==> config.mk <==
export PLATFORM = sky130hd
export DESIGN_NAME = tga_rle_pixel_decoder_top
export DESIGN_NICKNAME = d
export VERILOG_FILES = /design/src/rtl/core/tgad_pkg.sv /design/src/rtl/core/tgad_ctrl.sv /design/src/rtl/core/tgad_pix.sv /design/src/rtl/core/tga_rle_pixel_decoder_top.sv
export SDC_FILE = /design/constraint.sdc
export NUM_CORES = 1
export LEC_CHECK = 0
export CELL_PAD_IN_SITES_DETAIL_PLACEMENT = 1
export CELL_PAD_IN_SITES_GLOBAL_PLACEMENT = 2
export CORE_UTILIZATION = 40
export CTS_BUF_LIST = sky130_fd_sc_hd__clkbuf_4
export CTS_CLUSTER_DIAMETER = 30
export DETAILED_ROUTE_END_ITERATION = 8
export DONT_BUFFER_PORTS = 1
export PLACE_DENSITY_LB_ADDON = 0.1
export SKIP_LAST_GASP = 1
export SYNTH_ARGS = -nofsm -noshare
export SYNTH_HDL_FRONTEND = slang
export SYNTH_HIERARCHICAL = 1
export SYNTH_SLANG_ARGS = --single-unit
==> constraint.sdc <==
create_clock -name aclk -period 9.2 [get_ports aclk]
set_input_delay 1.84 -clock aclk [delete_from_list [all_inputs] [get_ports aclk]]
set_output_delay 1.84 -clock aclk [all_outputs]
set_load 0.1 [all_outputs]
==> src/rtl/core/tgad_pkg.sv <==
package tgad_pkg;

    // error codes carried on the result tuser
    localparam logic [1:0] ERR_NONE  = 2'd0;
    localparam logic [1:0] ERR_TYPE  = 2'd1;
    localparam logic [1:0] ERR_MAP   = 2'd2;
    localparam logic [1:0] ERR_DEPTH = 2'd3;

    localparam int unsigned RESULT_DATA_W = 72;

    // parser to pixel unit
    typedef struct packed {
        logic        start;     // clear pixel state, load pixel total
        logic        pkt_step;  // byte is a packet header
        logic        pix_step;  // byte is a pixel byte
        logic        is_rle;
        logic        depth32;
        logic [31:0] total;
    } tgad_ctl_t;

    // pixel unit to parser
    typedef struct packed {
        logic emit;
        logic done;
        logic to_packet;
    } tgad_sts_t;

    typedef struct packed {
        logic [31:0] start_index;
        logic [7:0]  run_length;
        logic [7:0]  alpha;
        logic [7:0]  blue;
        logic [7:0]  green;
        logic [7:0]  red;
    } tgad_res_t;

endpackage

==> src/rtl/core/tgad_ctrl.sv <==
module tgad_ctrl (
    input  logic                 aclk,
    input  logic                 aresetn,
    input  logic                 step,
    input  logic                 first,
    input  logic [7:0]           data_byte,
    input  tgad_pkg::tgad_sts_t  sts,
    output tgad_pkg::tgad_ctl_t  ctl,
    output logic                 err_valid,
    output logic [1:0]           err_code
);

    localparam logic [2:0] PH_HEADER = 3'd0;
    localparam logic [2:0] PH_ID     = 3'd1;
    localparam logic [2:0] PH_PACKET = 3'd2;
    localparam logic [2:0] PH_PIXEL  = 3'd3;
    localparam logic [2:0] PH_DONE   = 3'd4;

    localparam logic [4:0] HP_ID_LEN = 5'd0;
    localparam logic [4:0] HP_MAP    = 5'd1;
    localparam logic [4:0] HP_KIND   = 5'd2;
    localparam logic [4:0] HP_W_LO   = 5'd12;
    localparam logic [4:0] HP_W_HI   = 5'd13;
    localparam logic [4:0] HP_H_LO   = 5'd14;
    localparam logic [4:0] HP_H_HI   = 5'd15;
    localparam logic [4:0] HP_DEPTH  = 5'd16;
    localparam logic [4:0] HP_LAST   = 5'd17;

    localparam logic [7:0] KIND_RAW = 8'd2;
    localparam logic [7:0] KIND_RLE = 8'd10;
    localparam logic [7:0] DEPTH_24 = 8'd24;
    localparam logic [7:0] DEPTH_32 = 8'd32;

    logic [2:0]  phase_reg, phase_next;
    logic [4:0]  hpos_reg, hpos_next;
    logic [7:0]  id_reg, id_next;
    logic [7:0]  kind_reg, kind_next;
    logic [7:0]  map_reg, map_next;
    logic [15:0] width_reg, width_next;
    logic [15:0] height_reg, height_next;
    logic [7:0]  depth_reg, depth_next;

    logic [2:0]  ph;
    logic [4:0]  hp;
    logic [1:0]  hdr_err;
    logic        go_pix;

    always_comb begin
        if (!(kind_reg inside {KIND_RAW, KIND_RLE})) begin
            hdr_err = tgad_pkg::ERR_TYPE;
        end else if (map_reg != 8'd0) begin
            hdr_err = tgad_pkg::ERR_MAP;
        end else if (!(depth_reg inside {DEPTH_24, DEPTH_32})) begin
            hdr_err = tgad_pkg::ERR_DEPTH;
        end else begin
            hdr_err = tgad_pkg::ERR_NONE;
        end
    end

    always_comb begin
        // a first word restarts the header parse on this very byte
        ph = first ? PH_HEADER : phase_reg;
        hp = first ? 5'd0 : hpos_reg;

        phase_next  = ph;
        hpos_next   = hp;
        id_next     = id_reg;
        kind_next   = kind_reg;
        map_next    = map_reg;
        width_next  = width_reg;
        height_next = height_reg;
        depth_next  = depth_reg;
        go_pix      = 1'b0;
        err_valid   = 1'b0;
        err_code    = tgad_pkg::ERR_NONE;

        ctl          = '0;
        ctl.is_rle   = (kind_reg == KIND_RLE);
        ctl.depth32  = (depth_reg == DEPTH_32);
        ctl.total    = {16'd0, width_reg} * {16'd0, height_reg};

        case (ph)
            PH_HEADER: begin
                case (hp)
                    HP_ID_LEN: id_next = data_byte;
                    HP_MAP:    map_next = data_byte;
                    HP_KIND:   kind_next = data_byte;
                    HP_W_LO:   width_next[7:0] = data_byte;
                    HP_W_HI:   width_next[15:8] = data_byte;
                    HP_H_LO:   height_next[7:0] = data_byte;
                    HP_H_HI:   height_next[15:8] = data_byte;
                    HP_DEPTH:  depth_next = data_byte;
                    default: ;
                endcase
                if (hp == HP_LAST) begin
                    hpos_next = 5'd0;
                    if (hdr_err != tgad_pkg::ERR_NONE) begin
                        phase_next = PH_DONE;
                        err_valid  = 1'b1;
                        err_code   = hdr_err;
                    end else if (id_reg != 8'd0) begin
                        phase_next = PH_ID;
                    end else begin
                        go_pix = 1'b1;
                    end
                end else begin
                    hpos_next = hp + 5'd1;
                end
            end
            PH_ID: begin
                id_next = id_reg - 8'd1;
                if (id_reg == 8'd1) begin
                    go_pix = 1'b1;
                end
            end
            PH_PACKET: begin
                ctl.pkt_step = 1'b1;
                phase_next   = PH_PIXEL;
            end
            PH_PIXEL: begin
                ctl.pix_step = 1'b1;
                if (sts.emit && sts.done) begin
                    phase_next = PH_DONE;
                end else if (sts.emit && sts.to_packet) begin
                    phase_next = PH_PACKET;
                end
            end
            default: ;
        endcase

        if (go_pix) begin
            ctl.start = 1'b1;
            if (width_reg == 16'd0 || height_reg == 16'd0) begin
                phase_next = PH_DONE;
            end else if (ctl.is_rle) begin
                phase_next = PH_PACKET;
            end else begin
                phase_next = PH_PIXEL;
            end
        end
    end

    always_ff @(posedge aclk) begin
        if (!aresetn) begin
            phase_reg <= PH_HEADER;
            hpos_reg  <= 5'd0;
        end else if (step) begin
            phase_reg <= phase_next;
            hpos_reg  <= hpos_next;
        end
    end

    always_ff @(posedge aclk) begin
        if (step) begin
            id_reg     <= id_next;
            kind_reg   <= kind_next;
            map_reg    <= map_next;
            width_reg  <= width_next;
            height_reg <= height_next;
            depth_reg  <= depth_next;
        end
    end

endmodule

==> src/rtl/core/tgad_pix.sv <==
module tgad_pix (
    input  logic                 aclk,
    input  logic                 step,
    input  logic [7:0]           data_byte,
    input  tgad_pkg::tgad_ctl_t  ctl,
    output tgad_pkg::tgad_sts_t  sts,
    output tgad_pkg::tgad_res_t  res
);

    logic [1:0]  byte_reg, byte_next;
    logic [23:0] bytes_reg, bytes_next;
    logic [7:0]  prem_reg, prem_next;
    logic        run_reg, run_next;
    logic [31:0] pos_reg, pos_next;
    logic [31:0] remain_reg, remain_next;

    logic        last_byte;
    logic [7:0]  len;
    logic [7:0]  len_c;

    always_comb begin
        byte_next   = byte_reg;
        bytes_next  = bytes_reg;
        prem_next   = prem_reg;
        run_next    = run_reg;
        pos_next    = pos_reg;
        remain_next = remain_reg;
        sts         = '0;

        last_byte = ctl.depth32 ? (byte_reg == 2'd3) : (byte_reg == 2'd2);

        len = 8'd1;
        if (ctl.is_rle && run_reg) begin
            len = prem_reg;
        end
        // clip to the pixels left in the image
        len_c = len;
        if (remain_reg[31:8] == 24'd0 && remain_reg[7:0] < len) begin
            len_c = remain_reg[7:0];
        end

        res.red         = bytes_reg[7:0];
        res.green       = bytes_reg[15:8];
        res.blue        = ctl.depth32 ? bytes_reg[23:16] : data_byte;
        res.alpha       = ctl.depth32 ? data_byte : 8'd0;
        res.run_length  = len_c;
        res.start_index = pos_reg;

        if (ctl.start) begin
            byte_next   = 2'd0;
            bytes_next  = 24'd0;
            prem_next   = 8'd0;
            run_next    = 1'b0;
            pos_next    = 32'd0;
            remain_next = ctl.total;
        end else if (ctl.pkt_step) begin
            run_next  = data_byte[7];
            prem_next = {1'b0, data_byte[6:0]} + 8'd1;
        end else if (ctl.pix_step) begin
            if (!last_byte) begin
                case (byte_reg)
                    2'd0:    bytes_next[7:0]   = data_byte;
                    2'd1:    bytes_next[15:8]  = data_byte;
                    2'd2:    bytes_next[23:16] = data_byte;
                    default: ;
                endcase
                byte_next = byte_reg + 2'd1;
            end else begin
                byte_next  = 2'd0;
                bytes_next = 24'd0;
                if (ctl.is_rle) begin
                    if (run_reg) begin
                        prem_next = 8'd0;
                    end else if (prem_reg != 8'd0) begin
                        prem_next = prem_reg - 8'd1;
                    end
                end
                pos_next      = pos_reg + {24'd0, len_c};
                remain_next   = remain_reg - {24'd0, len_c};
                sts.emit      = 1'b1;
                sts.done      = (remain_reg == {24'd0, len_c});
                sts.to_packet = ctl.is_rle && (prem_next == 8'd0);
            end
        end
    end

    always_ff @(posedge aclk) begin
        if (step) begin
            byte_reg   <= byte_next;
            bytes_reg  <= bytes_next;
            prem_reg   <= prem_next;
            run_reg    <= run_next;
            pos_reg    <= pos_next;
            remain_reg <= remain_next;
        end
    end

endmodule

==> src/rtl/core/tga_rle_pixel_decoder_top.sv <==
// TGA true-colour decoder. Feed the file one byte per word on the s_ side, with
// s_tuser set on byte 0 of each file. Types 2 (raw) and 10 (RLE), no colour
// map, 24 or 32 bits per pixel are decoded; anything else yields a single word
// with run_length 0, m_tlast set and the error code on m_tuser. Each pixel or
// RLE run comes out as one word: colour in file byte order, run length
// (clipped to the image) and the linear index of its first pixel; m_tlast
// marks the run that completes the image. Bytes after the image, or after an
// error, are dropped until the next s_tuser. One byte is taken every cycle
// while the output is not stalled; the last byte of a result passes through
// the input register, then the output register, before the result is
// presented on m_tvalid.
module tga_rle_pixel_decoder_top (
    input  logic        aclk,
    input  logic        aresetn,
    input  logic        s_tvalid,
    output logic        s_tready,
    input  logic [7:0]  s_tdata,   // [7:0] data_byte
    input  logic [0:0]  s_tuser,   // [0] first
    output logic        m_tvalid,
    input  logic        m_tready,
    output logic [tgad_pkg::RESULT_DATA_W-1:0] m_tdata,
    // [7:0] red, [15:8] green, [23:16] blue, [31:24] alpha,
    // [39:32] run_length, [71:40] start_index
    output logic        m_tlast,
    output logic [1:0]  m_tuser    // [1:0] error_code
);

    logic       in_valid_reg, in_valid_next;
    logic [7:0] in_data_reg;
    logic       in_first_reg;

    logic                                   out_valid_reg, out_valid_next;
    logic [tgad_pkg::RESULT_DATA_W-1:0]     out_data_reg;
    logic                                   out_last_reg;
    logic [1:0]                             out_err_reg;

    logic                 out_free;
    logic                 advance;
    logic                 emit;
    tgad_pkg::tgad_ctl_t  ctl;
    tgad_pkg::tgad_sts_t  sts;
    tgad_pkg::tgad_res_t  res;
    logic                 err_valid;
    logic [1:0]           err_code;

    assign out_free = !out_valid_reg || m_tready;
    assign advance  = in_valid_reg && out_free;
    assign s_tready = !in_valid_reg || out_free;
    assign emit     = err_valid || sts.emit;

    tgad_ctrl u_ctrl (
        .aclk      (aclk),
        .aresetn   (aresetn),
        .step      (advance),
        .first     (in_first_reg),
        .data_byte (in_data_reg),
        .sts       (sts),
        .ctl       (ctl),
        .err_valid (err_valid),
        .err_code  (err_code)
    );

    tgad_pix u_pix (
        .aclk      (aclk),
        .step      (advance),
        .data_byte (in_data_reg),
        .ctl       (ctl),
        .sts       (sts),
        .res       (res)
    );

    always_comb begin
        in_valid_next = in_valid_reg;
        if (s_tvalid && s_tready) begin
            in_valid_next = 1'b1;
        end else if (advance) begin
            in_valid_next = 1'b0;
        end
        out_valid_next = out_valid_reg;
        if (advance && emit) begin
            out_valid_next = 1'b1;
        end else if (m_tready) begin
            out_valid_next = 1'b0;
        end
    end

    always_ff @(posedge aclk) begin
        if (!aresetn) begin
            in_valid_reg  <= 1'b0;
            out_valid_reg <= 1'b0;
        end else begin
            in_valid_reg  <= in_valid_next;
            out_valid_reg <= out_valid_next;
        end
    end

    always_ff @(posedge aclk) begin
        if (s_tvalid && s_tready) begin
            in_data_reg  <= s_tdata;
            in_first_reg <= s_tuser[0];
        end
        if (advance && emit) begin
            if (err_valid) begin
                out_data_reg <= '0;
                out_last_reg <= 1'b1;
                out_err_reg  <= err_code;
            end else begin
                out_data_reg <= res;
                out_last_reg <= sts.done;
                out_err_reg  <= tgad_pkg::ERR_NONE;
            end
        end
    end

    assign m_tvalid = out_valid_reg;
    assign m_tdata  = out_data_reg;
    assign m_tlast  = out_last_reg;
    assign m_tuser  = out_err_reg;

    // header errors carry no pixels and always close the file
    a_err_word: assert property (@(posedge aclk) disable iff (!aresetn)
        m_tvalid && m_tuser != tgad_pkg::ERR_NONE |-> m_tlast && m_tdata[39:32] == 8'd0)
        else $error("error word with pixels or without tlast");

    // a pixel word always covers at least one pixel
    a_run_nonzero: assert property (@(posedge aclk) disable iff (!aresetn)
        m_tvalid && m_tuser == tgad_pkg::ERR_NONE |-> m_tdata[39:32] != 8'd0)
        else $error("pixel word with zero run length");

    // a stalled output must hold the pending byte in the input register
    a_hold_input: assert property (@(posedge aclk) disable iff (!aresetn)
        in_valid_reg && !out_free |=> in_valid_reg && $stable(in_data_reg))
        else $error("input byte lost during output stall");

    // pixel unit only reports a result while the parser is in a pixel step
    a_emit_gated: assert property (@(posedge aclk) disable iff (!aresetn)
        sts.emit |-> ctl.pix_step && !err_valid)
        else $error("pixel result outside pixel phase");

endmodule

=== Word-level counts from Yosys, hierarchy flattened ===
Index checks and enable logic that the tools add are counted.

* Bits in registers: 257
* Input port bits: 13
* Output and inout port bits: 77

* Add/subtract/negate cells: 7
* $mul: 1
* $lt $le $gt $ge: 1
* Eq/ne operators: 22
* Multiplexer cells: 68
* Bitwise operators: 1
* Reduce and logical (&&, ||, !) cells: 55

{| class="wikitable"
|+ Operator list
! cell !! number
|-
| $mux W32 || 7
|-
| $mux W8 || 17
|-
| $mux W24 || 3
|-
| $mux W3 || 12
|-
| $add A32 B8 Y32 || 1
|-
| $eq A32 B8 Y1 || 1
|-
| $logic_not A16 Y1 || 2
|-
| $mul A16 B16 Y32 || 1
|-
| $sub A32 B8 Y32 || 1
|-
| $reduce_and A3 Y1 || 10
|-
| $logic_not A24 Y1 || 1
|-
| $reduce_bool A8 Y1 || 3
|-
| $eq A5 B4 Y1 const B || 4
|-
| $reduce_and A4 Y1 || 5
|-
| $reduce_bool A2 Y1 || 9
|-
| $mux W1 || 17
|-
| $pmux W8 S2 || 1
|-
| $sub A8 B1 Y8 const B || 2
|-
| $mux W5 || 3
|-
| $reduce_bool A3 Y1 || 5
|-
| $mux W2 || 6
|-
| $eq A5 B5 Y1 const B || 2
|-
| $pmux W3 S3 || 1
|-
| $add A7 B1 Y8 const B || 1
|-
| other kinds (27) || 40
|}

=== Longest topological paths before layout ===
* Word-level depth: 22
* Depth in mapped cells: 29
* Depth with buffers taken out: 25

=== Cells and area by module ===
The synthesis kept the hierarchy.

{| class="wikitable"
|+ Modules (own cells, without submodules)
! module !! instances !! cells an instance !! area each (um^2) !! seq. area each (um^2)
|-
| tgad_ctrl || 1 || 1205 || 11493.5 || 2082.0
|-
| tgad_pix || 1 || 747 || 7009.2 || 2972.9
|-
| tga_rle_pixel_decoder_top || 1 || 180 || 3169.3 || 2562.5
|}

=== Worst setup path after synthesis ===
No wires, ideal clock.

* Path type: register to register
* Start: register in_first_reg
* End: register out_data_reg (netlist bit m_tdata[0]) (enable)
* Setup time: 0.616 ns
* Arrival time: 7.907 ns
* Setup slack: 0.677 ns
* Stages on the path, launching flop included: 14
* Buffers on the path: 4
* Cell sequence: edfxtp_1 -> clkbuf_1 -> nand2b_1 -> inv_1 -> ha_1 -> nand3_1 -> or2_2 -> clkbuf_1 -> o31ai_4 -> buf_4 -> clkbuf_1 -> nor3_1 -> nor2_1 -> nor3b_1

{| class="wikitable"
|+ RTL lines
! element !! line !! text
|-
| start, declared || tga_rle_pixel_decoder_top.sv:30 || <nowiki>logic in_first_reg;</nowiki>
|-
| start signal, assigned || tga_rle_pixel_decoder_top.sv:100 || <nowiki>in_first_reg <= s_tuser[0];</nowiki>
|-
| end signal, assigned || tga_rle_pixel_decoder_top.sv:108 || <nowiki>out_data_reg <= res;</nowiki>
|-
| end, declared || tga_rle_pixel_decoder_top.sv:33 || <nowiki>logic [tgad_pkg::RESULT_DATA_W-1:0] out_data_reg;</nowiki>
|}

==> impl_metrics.ini <==
[yosys]
synth_ff_type = edfxtp_1
synth_edf_count = 247
yosys_warnings = 6
netlist_top_cells_area = edfxtp_1, fa_1, ha_1, inv_1, nand2_1
avgSynthCellArea_um2 = 10.2
ys_seq_elements = 257
syn_inst = 2132
synth_top_area_share_pct = 34.2
yosysUniqueCellTypes = 93
syn-num-nets = 2473
yosys.area.top_type = edfxtp_1
synth_area_um2 = 21700
synth-seq-area-share_pct = 35.1
async_reset_ff_share_pct = 0

[global_routing]
antenna_found_initial = 2
grtUsageMet3_pct = 2.94
met1_usage_pct = 29.3
globalRouteMet2Util_pct = 38.7
grt_pass1_vias = 16700
overflow = 0
grt_max_degree = 78
grt_busiest_layer = met2
track_usage_pct = 22.4
grt_pass1_wl_um = 96200

[worst_setup_path]
rrSetupSlack_ns = 1.70
path_delay_family = simple AND/OR/NAND/NOR gates
crit_path_start_kind = flop
critPathKind = flop to flop
slowest_delay_ns = 0.65
arrival_ns = 7.97
cp_cell_sequence = or4_4 -> nor4b_4 -> and2_1 -> and2_1 -> nand2_1 -> ha_1 -> a21oi_1 -> nor2b_1 -> o21ai_0 -> and3b_2 -> nand2_1 -> nor2_1 -> a21oi_1 -> ha_1 -> a31oi_1 -> o22ai_1 -> a221oi_1 -> a21oi_1 -> a221oi_1 -> o31a_1 -> o211ai_1 -> o21ai_1 -> nor4_1 -> o31a_1
crit_required_ns = 9.67
critPathSlowestCell = o21ai_1
setup.worst_path.end_class = flop
cp_common_cell = a21oi_1
worst-path-buf-inv = 0
cp_max_fo = 15

[final_layout]
design_area_um2 = 23100
finalNonFillerCells = 2858
largest_reg_flops = 72
layout-drive-gt1-share_pct = 8.35
final_core_util_pct = 43.6
area_growth_pct = 6.71
final_nets = 2452
nFillCells = 5920

[place]
dp_slack_ns = 1.64
postPlaceCellArea_um2 = 22200
dpl.hpwl_um = 43300
place_inst = 2725
gp_congestion = 0.832
io_buffers = 0

[route]
via_per_inst = 5.30
vias = 15200
drc = 0
wl_um = 59500
routedWlPerCell_um = 20.8
initialDrtViolationCount = 778
firstDrtPassIters = 5
ant_nets = 0

[sta]
slew_violations = 0
fmax_mhz = 133
period_share_pct = 81.5
tightest_slew_ns = 1.26
finalSetupViolations = 0
slew_headroom_pct = 15.3
skew_ns = 0.0802
finalSetupTns_ns = 0
hold_viol = 0
finalCriticalPeriod_ns = 7.50
timing.final.ws_setup_ns = 1.70
rsz0062_at_grt = false

[clocking]
post_cts_buffers = 0
clk_path_buf_depth = 3
path_clk_slew_ns = 0.06
root_buffer = clkbuf_4
cts_buffers = 72
clock_latency_ns = 0.79
cts_hold_buf = 0
htreeDepth = 3
cts_sinks = 257
cts_tree = built
cts_resized = 0

[floorplan]
die_area_um2 = 55100
rows = 84
ioPinCount = 90
die_height_um = 235
fp.dieW_um = 235
initial_utilization_pct = 40.8
fp.coreArea_um2 = 53100

[worst_hold_path]
hold_class = flop to flop

[power_and_ir_drop]
leakagePower_uw = 0.00920
vdd_drop_max_mv = 0.165
power.density_nw_per_um2 = 104

[status]
status = complete, no violations

[flow_run]
cap_violations = 0
[power breakdown]
part / internal [uW] / switching (uW)
Sequential: 1280 / 22.2
Combinational: 13.8 / 18.4
Clock: 531 / 534
Total: 1830 / 575
[cells in the final DEF, fill, tap and decap left out, types with 12 or more instances in the layout]
master,count
a21oi_1,66
nor3_1,29
xor2_1,20
a31oi_1,16
inv_1,265
and2b_1,22
ha_1,133
o21ai_0,73
and2_1,138
nor2b_1,77
and3_1,17
nand2b_1,18
buf_4,21
edfxtp_1,247
clkbuf_4,96
nand4_1,14
nor4_1,24
nand2_1,239
fa_1,195
xnor2_1,73
clkinv_1,16
nand3_1,32
o211ai_1,12
nor2_1,105
a211oi_1,15
[path summary, 6_finish.rpt]
kind / from / end / cells after the start
max: u_ctrl/kind_reg[5] / u_pix/remain_reg[31] / 24
min: u_ctrl/hpos_reg[1] / u_ctrl/hpos_reg[1] / 2
max reg2reg: u_ctrl/kind_reg[5] / u_pix/remain_reg[31] / 24
min reg2reg: u_ctrl/hpos_reg[1] / u_ctrl/hpos_reg[1] / 2
[synth_stat cells, types with 8 or more instances]
cell type and n:
a211oi_1 15, a21o_1 10, a21oi_1 66, a31oi_1 16, and2_1 138, and2b_1 22
and3_1 17, buf_2 9, buf_4 17, clkbuf_1 85, dfxtp_1 10, edfxtp_1 247
fa_1 195, ha_1 133, inv_1 265, mux2_2 8, nand2_1 239, nand2b_1 18
nand3_1 32, nand4_1 14, nor2_1 106, nor2b_1 78, nor3_1 30, nor4_1 24
o211ai_1 12, o21a_1 8, o21ai_0 73, o21bai_1 11, xnor2_1 73, xor2_1 20
[cell type report]
cell class                 instances  area, um2  share of cell area, %
multi-input combinational       1494      12600                   54.3
clock inverter                    35        213                  0.920
inverter                         265        995                   4.30
clock buffer                      96        721                   3.12
timing repair buffer              21        158                  0.682
sequential                       257       7620                   32.9
antenna                            2       5.00                 0.0216
tap                              688        861                   3.72
[worst reg2reg max path: stages, from the launching register on]
cell and delay (ns):
edfxtp_1 0.37, or4_4 0.55, nor4b_4 0.32, and2_1 0.47
and2_1 0.56, nand2_1 0.25, ha_1 0.35, a21oi_1 0.15
nor2b_1 0.06, o21ai_0 0.14, and3b_2 0.28, nand2_1 0.35
nor2_1 0.19, a21oi_1 0.11, ha_1 0.32, a31oi_1 0.22
o22ai_1 0.16, a221oi_1 0.38, a21oi_1 0.13, a221oi_1 0.38
o31a_1 0.27, o211ai_1 0.16, o21ai_1 0.65, nor4_1 0.11
o31a_1 0.28
[through the flow]
step           total power, uW  hold slack [ns]
3_5_place_dp              1360            0.474
2_1_floorplan             1340            0.441
3_3_place_gp              1360            0.452
4_1_cts                   2450            0.483
6_report                  2400            0.481
5_1_grt                   2510            0.510
[metal layers]
layer | vias to the layer above | part of all wire [%] | routed length, um
met5 | - | 0 | 0
met4 | 0 | 1.8 | 1100
met3 | 72 | 3.1 | 1830
met2 | 241 | 50 | 29700
met1 | 7708 | 45 | 26900
li1 | 7140 | - | -
[cell families (layout without fill, tap and decap cells)]
family | count (synthesis) | count (layout) | share of synthesized area, %
xor gates and xnor gates | 93 | 93 | 3.76
AOI/OAI and AO/OA | 289 | 289 | 8.97
and+or+nand+nor | 768 | 768 | 18.6
DFF | 257 | 257 | 35.1
buffers and inverters | 381 | 417 | 7.05
adders and majority gates | 328 | 328 | 25.7
muxes | 16 | 16 | 0.831
other | 0 | 2 | 0
No activity file was read; power rests on OpenSTA's default activity.
